`config.mk`:
```
export PLATFORM = sky130hd
export DESIGN_NAME = uart_tx_ring_queue
export DESIGN_NICKNAME = d
export VERILOG_FILES = /design/src/design/utrq_pkg.sv /design/src/design/utrq_ram.sv /design/src/design/utrq_ctrl.sv /design/src/design/utrq_datapath.sv /design/src/design/uart_tx_ring_queue.sv
export SDC_FILE = /design/constraint.sdc
export NUM_CORES = 2
export LEC_CHECK = 0
export ABC_CLOCK_PERIOD_IN_PS = 8200
export BUFFER_PORTS_ARGS = -buffer_cell sky130_fd_sc_hd__buf_2
export CAP_MARGIN = 40
export CORE_ASPECT_RATIO = 0.8
export CORE_MARGIN = 5
export CORE_UTILIZATION = 40
export DETAILED_ROUTE_END_ITERATION = 8
export PLACE_DENSITY = 0.55
export RECOVER_POWER = 25
export SYNTH_ARGS = -nofsm -noshare
export SYNTH_HDL_FRONTEND = slang
export SYNTH_SLANG_ARGS = --single-unit
```
`constraint.sdc`:
```
create_clock -name clk -period 8.2 [get_ports clk]
set_input_delay 0.82 -clock clk [delete_from_list [all_inputs] [get_ports clk]]
set_output_delay 0.82 -clock clk [all_outputs]
set_load 0.03 [all_outputs]
```
`src/design/utrq_pkg.sv`:
```
// Shared types and constants for the UART transmit ring queue.
// No dependencies; imported by utrq_ctrl, utrq_datapath and the top level.
package utrq_pkg;

  // Field and register widths
  localparam int LEVEL_W    = 4;
  localparam int BYTE_W     = 8;
  localparam int CFG_IDX_W  = 2;
  localparam int CFG_DATA_W = 9;
  localparam int BUF_SIZE_W = 9;
  localparam int TRIGGER_W  = 4;
  localparam int COUNT_W    = 4;

  // Register indexes on the configuration port
  localparam logic [CFG_IDX_W-1:0] REG_BUFFER_SIZE  = 2'd0;
  localparam logic [CFG_IDX_W-1:0] REG_POLLED_MODE  = 2'd1;
  localparam logic [CFG_IDX_W-1:0] REG_FIFO_TRIGGER = 2'd2;

  // Register reset values
  localparam logic [BUF_SIZE_W-1:0] BUFFER_SIZE_RESET  = 9'd256;
  localparam logic [TRIGGER_W-1:0]  FIFO_TRIGGER_RESET = 4'd4;

  // Hardware FIFO depth and the longest burst of one drain
  localparam logic [LEVEL_W-1:0] FIFO_DEPTH = 4'd8;
  localparam logic [COUNT_W-1:0] MAX_BURST  = 4'd8;

  // Input function codes
  localparam logic FUNC_PUSH  = 1'b0;
  localparam logic FUNC_DRAIN = 1'b1;

  // Reply kinds
  localparam logic REPLY_PUSH  = 1'b0;
  localparam logic REPLY_DRAIN = 1'b1;

  typedef enum logic [1:0] {
    ST_IDLE,
    ST_DECIDE,
    ST_READ,
    ST_EMIT
  } ctrl_state_t;

  // Commands from controller to datapath
  typedef struct packed {
    logic latch_in;      // capture the input beat
    logic commit_reply;  // finish a push or a drain that sends nothing
    logic read_issue;    // read the store at the read index
    logic emit_byte;     // send the byte just read
  } ctrl_cmd_t;

  // Status from datapath to controller
  typedef struct packed {
    logic is_push;       // latched item is a push
    logic no_send;       // latched drain sends no byte
    logic slot_free;     // output register can take a beat
    logic fin;           // byte being sent ends the burst
  } dp_status_t;

endpackage

```
`src/design/utrq_ram.sv`:
```
// Generic single-write, single-read RAM with registered read data.
// No dependencies.
module utrq_ram #(
  parameter int WIDTH = 8,
  parameter int DEPTH = 256
) (
  input  logic                     clk,
  input  logic                     wr_en,
  input  logic [$clog2(DEPTH)-1:0] wr_addr,
  input  logic [WIDTH-1:0]         wr_data,
  input  logic                     rd_en,
  input  logic [$clog2(DEPTH)-1:0] rd_addr,
  output logic [WIDTH-1:0]         rd_data
);

  logic [WIDTH-1:0] mem [DEPTH];

  // Write port and registered read port
  always_ff @(posedge clk) begin
    if (wr_en) begin
      mem[wr_addr] <= wr_data;
    end
    if (rd_en) begin
      rd_data <= mem[rd_addr];
    end
  end

endmodule

```
`src/design/utrq_ctrl.sv`:
```
// Controller state machine of the UART transmit ring queue.
// Depends on utrq_pkg; drives commands into utrq_datapath.
module utrq_ctrl (
  input  logic                clk,
  input  logic                rst,
  input  logic                in_valid,
  output logic                in_ready,
  input  utrq_pkg::dp_status_t status,
  output utrq_pkg::ctrl_cmd_t  cmd
);
  import utrq_pkg::*;

  ctrl_state_t state;
  ctrl_state_t state_next;

  // State register
  always_ff @(posedge clk) begin
    if (rst) begin
      state <= ST_IDLE;
    end else begin
      state <= state_next;
    end
  end

  // Next state and commands
  always_comb begin
    state_next = state;
    cmd        = '0;
    in_ready   = 1'b0;
    case (state)
      ST_IDLE: begin
        // Hold off input beats while reset is applied
        in_ready = !rst;
        if (in_valid && in_ready) begin
          cmd.latch_in = 1'b1;
          state_next   = ST_DECIDE;
        end
      end
      ST_DECIDE: begin
        if (status.is_push || status.no_send) begin
          if (status.slot_free) begin
            cmd.commit_reply = 1'b1;
            state_next       = ST_IDLE;
          end
        end else begin
          cmd.read_issue = 1'b1;
          state_next     = ST_EMIT;
        end
      end
      ST_READ: begin
        cmd.read_issue = 1'b1;
        state_next     = ST_EMIT;
      end
      ST_EMIT: begin
        if (status.slot_free) begin
          cmd.emit_byte = 1'b1;
          state_next    = status.fin ? ST_IDLE : ST_READ;
        end
      end
      default: begin
        state_next = ST_IDLE;
      end
    endcase
  end

  // A read is always followed by a send attempt
  assert property (@(posedge clk) disable iff (rst)
    cmd.read_issue |=> state == ST_EMIT)
    else $error("read not followed by emit state");

endmodule

```
`src/design/utrq_datapath.sv`:
```
// Datapath of the UART transmit ring queue: registers, indices, store and output stage.
// Depends on utrq_pkg and utrq_ram; commanded by utrq_ctrl.
module utrq_datapath #(
  parameter int QUEUE_DEPTH = 256
) (
  input  logic                                  clk,
  input  logic                                  rst,
  // input beat
  input  logic                                  func,
  input  logic [utrq_pkg::BYTE_W-1:0]           data_byte,
  input  logic [utrq_pkg::LEVEL_W-1:0]          fifo_level,
  // configuration
  input  logic                                  cfg_we,
  input  logic [utrq_pkg::CFG_IDX_W-1:0]        cfg_index,
  input  logic [utrq_pkg::CFG_DATA_W-1:0]       cfg_data,
  // output beat
  output logic                                  out_valid,
  input  logic                                  out_ready,
  output logic                                  reply_kind,
  output logic                                  accepted,
  output logic                                  byte_valid,
  output logic [utrq_pkg::BYTE_W-1:0]           tx_byte,
  output logic                                  last,
  output logic                                  tx_active,
  output logic                                  tx_irq_enable,
  // control
  input  utrq_pkg::ctrl_cmd_t                   cmd,
  output utrq_pkg::dp_status_t                  status
);
  import utrq_pkg::*;

  localparam int IW = $clog2(QUEUE_DEPTH);
  localparam logic [BUF_SIZE_W-1:0] QDEPTH = BUF_SIZE_W'(QUEUE_DEPTH);

  // Configuration registers
  logic [BUF_SIZE_W-1:0] buffer_size;
  logic                  polled_mode;
  logic [TRIGGER_W-1:0]  fifo_trigger;

  // Queue state
  logic [IW-1:0] read_index;
  logic [IW-1:0] write_index;
  logic          active_flag;

  // Latched input beat and burst count
  logic                func_q;
  logic [BYTE_W-1:0]   data_q;
  logic [LEVEL_W-1:0]  level_q;
  logic [COUNT_W-1:0]  count;

  logic [BYTE_W-1:0]     rd_data;
  logic [BUF_SIZE_W-1:0] ring_len;
  logic [BUF_SIZE_W-1:0] wr_sum;
  logic [BUF_SIZE_W-1:0] rd_sum;
  logic [IW-1:0]         wr_adv;
  logic [IW-1:0]         rd_adv;
  logic                  full;
  logic                  empty;
  logic                  drain_ok;
  logic [COUNT_W-1:0]    room;
  logic                  store_we;
  logic                  active_nosend;
  logic                  active_emit;

  // Take register writes
  always_ff @(posedge clk) begin
    if (rst) begin
      buffer_size  <= BUFFER_SIZE_RESET;
      polled_mode  <= 1'b0;
      fifo_trigger <= FIFO_TRIGGER_RESET;
    end else if (cfg_we) begin
      case (cfg_index)
        REG_BUFFER_SIZE:  buffer_size  <= cfg_data;
        REG_POLLED_MODE:  polled_mode  <= cfg_data[0];
        REG_FIFO_TRIGGER: fifo_trigger <= cfg_data[TRIGGER_W-1:0];
        default: ;
      endcase
    end
  end

  // Clamp the ring length and advance both indices with wrap
  always_comb begin
    if (buffer_size < BUF_SIZE_W'(2)) begin
      ring_len = BUF_SIZE_W'(2);
    end else if (buffer_size > QDEPTH) begin
      ring_len = QDEPTH;
    end else begin
      ring_len = buffer_size;
    end
    wr_sum = BUF_SIZE_W'(write_index) + BUF_SIZE_W'(1);
    rd_sum = BUF_SIZE_W'(read_index) + BUF_SIZE_W'(1);
    wr_adv = (wr_sum >= ring_len) ? '0 : wr_sum[IW-1:0];
    rd_adv = (rd_sum >= ring_len) ? '0 : rd_sum[IW-1:0];
  end

  // Ring occupancy, drain eligibility and burst room
  always_comb begin
    full     = (wr_adv == read_index);
    empty    = (read_index == write_index);
    drain_ok = active_flag && (level_q <= fifo_trigger);
    if (level_q >= FIFO_DEPTH) begin
      room = '0;
    end else begin
      room = COUNT_W'(FIFO_DEPTH - level_q);
    end
    if (room > MAX_BURST) begin
      room = MAX_BURST;
    end
    active_nosend = active_flag && !(drain_ok && empty);
    active_emit   = active_flag && (rd_adv != write_index);
  end

  assign store_we = cmd.commit_reply && (func_q == FUNC_PUSH) && !full;

  // Status to the controller
  always_comb begin
    status.is_push   = (func_q == FUNC_PUSH);
    status.no_send   = !drain_ok || (room == '0) || empty;
    status.slot_free = !out_valid || out_ready;
    status.fin       = (COUNT_W'(count + COUNT_W'(1)) == room) || (rd_adv == write_index);
  end

  // Capture the input beat
  always_ff @(posedge clk) begin
    if (cmd.latch_in) begin
      func_q  <= func;
      data_q  <= data_byte;
      level_q <= fifo_level;
    end
  end

  // Count bytes of the current burst
  always_ff @(posedge clk) begin
    if (cmd.latch_in) begin
      count <= '0;
    end else if (cmd.emit_byte) begin
      count <= COUNT_W'(count + COUNT_W'(1));
    end
  end

  // Advance indices and update the active flag
  always_ff @(posedge clk) begin
    if (rst) begin
      read_index  <= '0;
      write_index <= '0;
      active_flag <= 1'b0;
    end else if (cmd.commit_reply) begin
      if (func_q == FUNC_PUSH) begin
        active_flag <= 1'b1;
        if (!full) begin
          write_index <= wr_adv;
        end
      end else begin
        active_flag <= active_nosend;
      end
    end else if (cmd.emit_byte) begin
      read_index  <= rd_adv;
      active_flag <= active_emit;
    end
  end

  utrq_ram #(
    .WIDTH (BYTE_W),
    .DEPTH (QUEUE_DEPTH)
  ) u_store (
    .clk     (clk),
    .wr_en   (store_we),
    .wr_addr (write_index),
    .wr_data (data_q),
    .rd_en   (cmd.read_issue),
    .rd_addr (read_index),
    .rd_data (rd_data)
  );

  // Hold the output beat until taken
  always_ff @(posedge clk) begin
    if (rst) begin
      out_valid <= 1'b0;
    end else if (cmd.commit_reply || cmd.emit_byte) begin
      out_valid <= 1'b1;
    end else if (out_ready) begin
      out_valid <= 1'b0;
    end
  end

  // Load output fields
  always_ff @(posedge clk) begin
    if (cmd.commit_reply) begin
      byte_valid <= 1'b0;
      tx_byte    <= '0;
      last       <= 1'b1;
      if (func_q == FUNC_PUSH) begin
        reply_kind    <= REPLY_PUSH;
        accepted      <= !full;
        tx_active     <= 1'b1;
        tx_irq_enable <= !polled_mode;
      end else begin
        reply_kind    <= REPLY_DRAIN;
        accepted      <= 1'b0;
        tx_active     <= active_nosend;
        tx_irq_enable <= active_nosend && !polled_mode;
      end
    end else if (cmd.emit_byte) begin
      reply_kind    <= REPLY_DRAIN;
      accepted      <= 1'b0;
      byte_valid    <= 1'b1;
      tx_byte       <= rd_data;
      last          <= status.fin;
      tx_active     <= active_emit;
      tx_irq_enable <= active_emit && !polled_mode;
    end
  end

  // A push always leaves the block active
  assert property (@(posedge clk) disable iff (rst)
    cmd.commit_reply && (func_q == FUNC_PUSH) |=> active_flag)
    else $error("push did not set active flag");

  // A push into a full ring leaves the write index alone
  assert property (@(posedge clk) disable iff (rst)
    cmd.commit_reply && (func_q == FUNC_PUSH) && full |=> $stable(write_index))
    else $error("write index moved on full ring");

  // A sent byte is never a push answer
  assert property (@(posedge clk) disable iff (rst)
    out_valid && byte_valid |-> (reply_kind == REPLY_DRAIN) && !accepted)
    else $error("sent byte tagged as push answer");

  // Bytes are only sent out of a non-empty ring
  assert property (@(posedge clk) disable iff (rst)
    cmd.emit_byte |-> !empty)
    else $error("byte sent from empty ring");

endmodule

```
`src/design/uart_tx_ring_queue.sv`:
```
// Top level of the UART transmit ring queue.
// Depends on utrq_pkg, utrq_ctrl, utrq_datapath (which holds utrq_ram).
//
// Usage:
//   Input channel (in_valid/in_ready) carries func, data_byte and fifo_level.
//   A push (func 0) stores data_byte in the ring unless it is full and gives
//   one reply beat. A drain (func 1) reports the hardware FIFO level; when the
//   queue is active and the level is at or below fifo_trigger, it sends up to
//   eight queued bytes, one output beat each, with last on the final beat.
//   Otherwise a drain gives one empty beat with last set.
//   Configuration channel (cfg_valid/cfg_ready, ready whenever out of reset)
//   writes buffer_size, polled_mode and fifo_trigger by index; write only when idle.
//   Flow: one item at a time. A push or a drain that sends nothing loads its
//   reply beat from the decide state once the output register is free.
//   A sending drain reads each byte in the decide or read state and loads it in
//   the emit state, set by the registered read of the store; the next read waits for that load.
//   The next item is taken in the cycle after the last beat is loaded.
//   Reset clears indices and the active flag and restores register defaults;
//   store contents are undefined until written. When the receiver stalls,
//   the output register holds its beat and the controller waits.
module uart_tx_ring_queue #(
  parameter int QUEUE_DEPTH = 256
) (
  input  logic                               clk,
  input  logic                               rst,
  // input channel
  input  logic                               in_valid,
  output logic                               in_ready,
  input  logic                               func,
  input  logic [utrq_pkg::BYTE_W-1:0]        data_byte,
  input  logic [utrq_pkg::LEVEL_W-1:0]       fifo_level,
  // configuration channel
  input  logic                               cfg_valid,
  output logic                               cfg_ready,
  input  logic [utrq_pkg::CFG_IDX_W-1:0]     cfg_index,
  input  logic [utrq_pkg::CFG_DATA_W-1:0]    cfg_data,
  // output channel
  output logic                               out_valid,
  input  logic                               out_ready,
  output logic                               reply_kind,
  output logic                               accepted,
  output logic                               byte_valid,
  output logic [utrq_pkg::BYTE_W-1:0]        tx_byte,
  output logic                               last,
  output logic                               tx_active,
  output logic                               tx_irq_enable
);
  import utrq_pkg::*;

  ctrl_cmd_t  cmd;
  dp_status_t status;

  assign cfg_ready = !rst;

  utrq_ctrl u_ctrl (
    .clk      (clk),
    .rst      (rst),
    .in_valid (in_valid),
    .in_ready (in_ready),
    .status   (status),
    .cmd      (cmd)
  );

  utrq_datapath #(
    .QUEUE_DEPTH (QUEUE_DEPTH)
  ) u_datapath (
    .clk           (clk),
    .rst           (rst),
    .func          (func),
    .data_byte     (data_byte),
    .fifo_level    (fifo_level),
    .cfg_we        (cfg_valid && cfg_ready),
    .cfg_index     (cfg_index),
    .cfg_data      (cfg_data),
    .out_valid     (out_valid),
    .out_ready     (out_ready),
    .reply_kind    (reply_kind),
    .accepted      (accepted),
    .byte_valid    (byte_valid),
    .tx_byte       (tx_byte),
    .last          (last),
    .tx_active     (tx_active),
    .tx_irq_enable (tx_irq_enable),
    .cmd           (cmd),
    .status        (status)
  );

endmodule

```
# --- Yosys cells after proc, flatten, opt, wreduce, memory -nomap -nowiden ---
# Memory sizes are Yosys's and may differ from the RTL's. A register that Yosys moved wholly into a read port is not among the register bits.
# Cells that the tools add are included.
word_totals:
  output_inout_bits: 17
  inputBits: 29
  latch_bits: 0
  reg_bits: 65
  ram_bits: 2048
  memories: 1
  mem_bits_ro: 0
classes:
  bitwise_logic: 3
  mux: 37
  multipliers: 0
  n_shift: 0
  eq_ne: 13
  magnitude_cmp: 7
  add_sub_neg: 4
  n_div: 0
  n_reduce_logical: 33
mem_list:
  columns: ["name", "words", "width", "read_ports", "rd_clocked_by_memory_dff", "wr", "line", "source"]
  rows:
  - ["u_datapath.u_store.mem", 256, 8, 1, 1, 1, "utrq_ram.sv:16", "logic [WIDTH-1:0] mem [DEPTH];"]
ops:
  columns: ["operator", "n"]
  rows:
  - ["equality test 8 bit", 3]
  - ["two-way mux 1 bit", 24]
  - ["adder 8 x 1 -> 9 bit, second input constant", 2]
  - [">= comparator 9 bit", 2]
  - ["two-way mux 9 bit", 2]
  - ["two-way mux 8 bit", 2]
  - ["logical AND 1 bit", 10]
  - ["two-way mux 2 bit", 5]
  - ["greater-than comparator 9 bit, second input constant", 1]
  - ["less-than comparator 9 x 2 -> 1 bit, second input constant", 1]
  - ["two-way mux 4 bit", 2]
  - ["inequality test 8 bit", 1]
  - ["one-hot mux 2 bit (4 select lines)", 1]
  - ["AND reduction 2 bit", 4]
  - ["equality test 2 bit, second input constant", 3]
  - ["logical NOT 1 bit", 6]
  - ["logical OR 1 bit", 6]
  - ["AND reduction 3 bit", 2]
  - ["adder 4 x 1 -> 4 bit, second input constant", 1]
  - ["equality test 2 x 1 -> 1 bit, second input constant", 2]
  - ["equality test 4 bit", 1]
  - [">= comparator 4 bit, second input constant", 1]
  - ["greater-than comparator 4 bit, second input constant", 1]
  - ["<= comparator 4 bit", 1]
  - ["other kinds (9)", 13]

# --- Logic depth before layout (Yosys ltp) ---
depth:
  ltp_word: 14
  mapped_depth: 18
  mapped_depth_nobuf: 13

# --- Cells and area by module ---
# Synthesis repeated with hierarchy kept, for this count alone.
hier_totals:
  hier_cells: 4208
  area_unflattened_um2: 83849.2
by_module_without_submodules:
  columns: ["mod", "n_inst", "cells_per_inst", "area_each_um2"]
  rows:
  - ["utrq_ram", 1, 3733, 79636.4]
  - ["utrq_datapath", 1, 443, 3951.3]
  - ["utrq_ctrl", 1, 30, 251.5]
  - ["uart_tx_ring_queue", 1, 2, 10.0]

# --- Worst setup path after synthesis ---
# No wires, ideal clock.
synth_timing:
  path_type: "reg2reg"
  startpoint: "register u_datapath.write_index[0]"
  endpoint: "memory u_datapath.u_store.mem[134][0] (enable)"
  path_buffers: 4
  arrival_time_ns: 3.803
  required_ns: 7.817
  path_stages_with_launch: 17
  path_slack_ns: 4.014
  path_cell_list: "dfxtp_1 -> ha_1 -> buf_2 -> nand3_2 -> or3_1 -> nand2_1 -> ha_1 -> a211oi_1 -> o211ai_1 -> o2111ai_2 -> a311o_1 -> a222oi_1 -> a21o_1 -> buf_4 -> buf_4 -> buf_4 -> nor3_1"
synth_via:
  elab_chain_len: 9
  word_cells_on_any_way: 14
  cone_classes: "add/sub: 1; order compare: 1; eq/ne: 2; mux: 5; reduce/logical: 5"
synth_rtl:
  columns: ["item", "line", "source"]
  rows:
  - ["from (decl)", "utrq_datapath.sv:42", "logic [IW-1:0] write_index;"]
  - ["from (signal assigned)", "utrq_datapath.sv:151", "write_index <= wr_adv;"]
  - ["parallel branches: the longest is 9 deep, another holds adder 8 x 1 -> 9 bit", null, null]
  - ["to (decl)", "utrq_ram.sv:16", null]
# Several ways; the timed one is not identified.

# --- Worst setup path after layout ---
layout_timing:
  startpoint: "register u_datapath.data_q[1]"
  endpoint: "memory u_datapath.u_store.mem[30][1] (data pin)"
layout_rtl:
  columns: ["item", "line", "source"]
  rows:
  - ["from (decl)", "utrq_datapath.sv:47", "logic [BYTE_W-1:0] data_q;"]
  - ["from (signal assigned)", "utrq_datapath.sv:127", "data_q <= data_byte;"]
# No word-level cell before the write port.

==> metrics.csv <==
stage;metric;value;unit
sta;Period minus WS final;6.862;ns
cts;Post-CTS Resized;0;
drt;DRT antenna net count;0;
cts;# clock sinks;2121;
critical_path;critical path, cell by cell;dlymetal6s2s_1;
sta;Tcrit/Tclk final;83.69;%
floorplan;Initial Util;40.17;%
sta;Final TNS setup;0;ns
drt;DR pass1 iterations;5;
worst_hold_path;Hold Path Stages;1;
floorplan;Total Die Area;0.2191;mm2
critical_path;CP Data Arrival Time;6.42;ns
worst_hold_path;worst min path class;input pin to flop;
cts;Reg clk slew, reported paths;0.07;ns
cts;Num CTS Buffers;207;
cts;root buffer cell;clkbuf_16;
critical_path;CP max-delay cell;dlymetal6s2s_1;
cts;H-tree depth;4;
pwr;leak pwr;28.99;nW
outcome;failing checks;max-capacitance violations, max-slew violations;
sta;Slew Limit Fails;1088;
critical_path;Crit Path Max Fanout;142;
drt;DR DRC count;0;
critical_path;capturing element type of the critical path;flop;
sta;# setup viols final;0;
cts;worst-case clock buffer depth;4;
sta;RSZ-0062 raised after global routing;false;
logic_synthesis;flops & latches, synth;2121;
logic_synthesis;dominant register cell in the synthesized netlist;edfxtp_1;
logic_synthesis;yosys warns;0;
run;max-cap violations;11;
global_route;number of global-route vias before repair;41030;
logic_synthesis;EDFF count, synth;2073;
floorplan;core area;0.2089;mm2
logic_synthesis;Avg Inst Size Synth;21.82;um2
global_route;first-pass GRT wire length;322200;um
sta;fmax;0.1457;GHz
critical_path;R2R depth;1;
cts;hold-fix buffers at CTS;0;
floorplan;Chip Width;522.0;um
logic_synthesis;syn_nets;3908;
cells_and_area;Final Non-Filler Cells;7150;
drt;total number of vias;42289;
cts;CTS tree;built;
critical_path;WP data required;7.75;ns
cells_and_area;nets;4237;
drt;Via density;5.915;
drt;Post-Route WL;229000;um
critical_path;number of buffers and inverters on the critical path;1;
global_route;GRT overflow;0;
critical_path;CP Class;flop to flop;
placed_design;routability cong.;0.8291;
logic_synthesis;Synth async-reset ratio;0;%
cells_and_area;Synth-to-Final Area Change;13.93;%
logic_synthesis;synth unique cells;71;
pwr;pwr dens;229.0;mW/mm2
critical_path;Levels on crit path;1;
placed_design;IO buf count;45;
outcome;status;complete, but fails checks;
sta;clock skew;0.03898;ns
pwr;VDD IR max;0.0001740;V
sta;Max-Slew Margin vs Limit;-380.1;%
critical_path;Critical Path Start Type;flop;
floorplan;site row count;150;
sta;Hold Vio Cnt, Final;0;
cts;worst skew pair latency;0.85;ns
placed_design;DP HPWL;137700;um
drt;DR WL/cell;32.03;um
critical_path;CP max stage delay;5.02;ns
logic_synthesis;Syn Inst Count;3846;
floorplan;Die Span Y;419.6;um
drt;initial DRC count;5132;
global_route;GRT Util Overall;20.63;%
cells_and_area;share of layout cells above drive strength 1;31.43;%
cts;Setup Fix Bufs, Post-CTS;0;
cells_and_area;fill cell count;17337;
sta;Worst Tran Pin Value;7.201;ns
global_route;largest net degree at the start of global routing;150;
placed_design;total placed cells including tap cells;6737;
floorplan;Ports;46;
global_route;initial antenna violation count;4;
critical_path;Top delay family on crit path;buffers and inverters;
logic_synthesis;sequential cell area fraction in the yosys report;75.34;%
logic_synthesis;Syn Std Cell Area;0.08390;mm2
## power breakdown
part | total [mW] | internal, mW | switching (mW)
logic | 0.378 | 0.0566 | 0.322
clock network | 9.60 | 5.52 | 4.08
registers | 11.9 | 11.9 | 0.0110
## stage by stage
step                      setup WS (ns)  utilization, %  hold slack [ns]  power, mW  area, um2
after detailed placement          1.781           42.51           0.4598      12.51      88800
after global placement            1.602           41.82           0.4463      12.50      87360
final                             1.338           45.76           0.1616      21.89      95590
after global routing              1.042           45.76           0.1168      22.56      95590
after CTS                         1.757           45.74          0.08887      22.05      95550
after floorplan                   4.014               -           0.4358      12.30      83900
## logic make-up after synthesis
group	count (synthesis)	synth area share [%]
and+or+nand+nor	517	2.983
muxes	709	18.05
AOI/OAI and AO/OA	165	1.341
DFF	2121	75.34
adders and majority gates	33	0.4921
xor gates and xnor gates	27	0.3400
buffers and inverters	274	1.456
## state kept, by name (all words and copies together), names as in the netlist, 2 cells and up
register	count
u_ctrl.state	2
u_datapath.buffer_size	9
u_datapath.count	4
u_datapath.data_q	8
u_datapath.fifo_trigger	4
u_datapath.level_q	4
u_datapath.read_index	8
u_datapath.tx_byte	8
u_datapath.u_store.mem	2048
u_datapath.u_store.rd_data	8
u_datapath.write_index	8
## final cells by class
cell class              instances  area [um2]  area share [%]
diodes                          2       5.005        0.005236
clock buffers                 242        5438           5.688
clock inverters               128        1309           1.369
inverters                      28       105.1          0.1099
multi-input cells            1451       19520           20.41
flip-flops and latches       2121       63230           66.15
well taps                    2812        3518           3.681
repair buffers                366        2472           2.586
## per-layer routing
metal | global-route usage [%] | routed length [um] | part of all wire (%) | vias to the layer above
li1 | - | - | - | 16961
met1 | 32.24 | 102500 | 45 | 22830
met2 | 29.89 | 100900 | 44 | 2217
met3 | 4.314 | 20710 | 9.0 | 281
met4 | 4.519 | 4852 | 2.1 | 0
met5 | 0 | 0 | 0 | -
## final timing paths
check | start | endpoint | slack [ns]
max | u_datapath.data_q[1]$_DFFE_PP_ | u_datapath.u_store.mem[30][1]$_DFFE_PP_ | 1.34
min | data_byte[1] | u_datapath.data_q[1]$_DFFE_PP_ | 0.16
max reg2reg | u_datapath.data_q[1]$_DFFE_PP_ | u_datapath.u_store.mem[30][1]$_DFFE_PP_ | 1.34
min reg2reg | u_datapath.u_store.rd_data[0]$_DFFE_PP_ | u_datapath.tx_byte[0]$_SDFFE_PP0P_ | 0.46
## placed cells by master, fill, tap and decap left out, types with 12 or more instances in the layout
| cell | instances |
|---|---|
| mux2_2 | 32 |
| o21ai_0 | 15 |
| nor2b_1 | 12 |
| mux2i_1 | 37 |
| ha_1 | 33 |
| o21ai_1 | 18 |
| nand2_1 | 80 |
| clkinv_2 | 38 |
| nor2_1 | 87 |
| clkbuf_1 | 45 |
| bufinv_16 | 25 |
| clkinv_1 | 41 |
| dfxtp_1 | 42 |
| buf_4 | 61 |
| clkbuf_16 | 212 |
| a21oi_1 | 46 |
| nand2_2 | 15 |
| edfxtp_1 | 2073 |
| mux4_2 | 640 |
| xor2_1 | 15 |
| inv_1 | 24 |
| nor3_1 | 233 |
| buf_2 | 242 |
| clkinvlp_4 | 17 |
| nand3_1 | 18 |
## synthesized netlist by cell type (4+ instances only)
cell type / n / area, um2
a211oi_1: 7 / 52.55
nor4_1: 4 / 25.02
nand4_1: 7 / 43.79
and3_1: 6 / 37.54
o21ai_1: 18 / 90.09
buf_6: 4 / 45.04
buf_2: 85 / 425.4
o21a_1: 5 / 37.54
nand3b_1: 4 / 30.03
or4_1: 7 / 52.55
ha_1: 33 / 412.9
a21oi_1: 46 / 230.2
nand3_1: 18 / 90.09
buf_1: 32 / 120.1
mux2_2: 32 / 360.4
xnor2_1: 8 / 70.07
o211ai_1: 7 / 52.55
or3_1: 9 / 56.30
o21ai_0: 15 / 75.07
mux4_2: 640 / 14410
edfxtp_1: 2073 / 62250
a22oi_1: 8 / 60.06
dfxtp_1: 48 / 960.9
xor2_1: 15 / 131.4
clkbuf_1: 110 / 412.9
nand2b_1: 7 / 43.79
a22o_1: 9 / 78.83
nor2_2: 10 / 62.56
inv_1: 24 / 90.09
nor2_1: 87 / 326.6
o221ai_1: 11 / 96.34
nand2_1: 95 / 356.6
nor3_1: 233 / 1166
mux2i_1: 37 / 370.4
nor2b_1: 12 / 75.07
and2_1: 6 / 37.54
buf_4: 15 / 112.6
No activity file was read; power rests on OpenSTA's default activity.
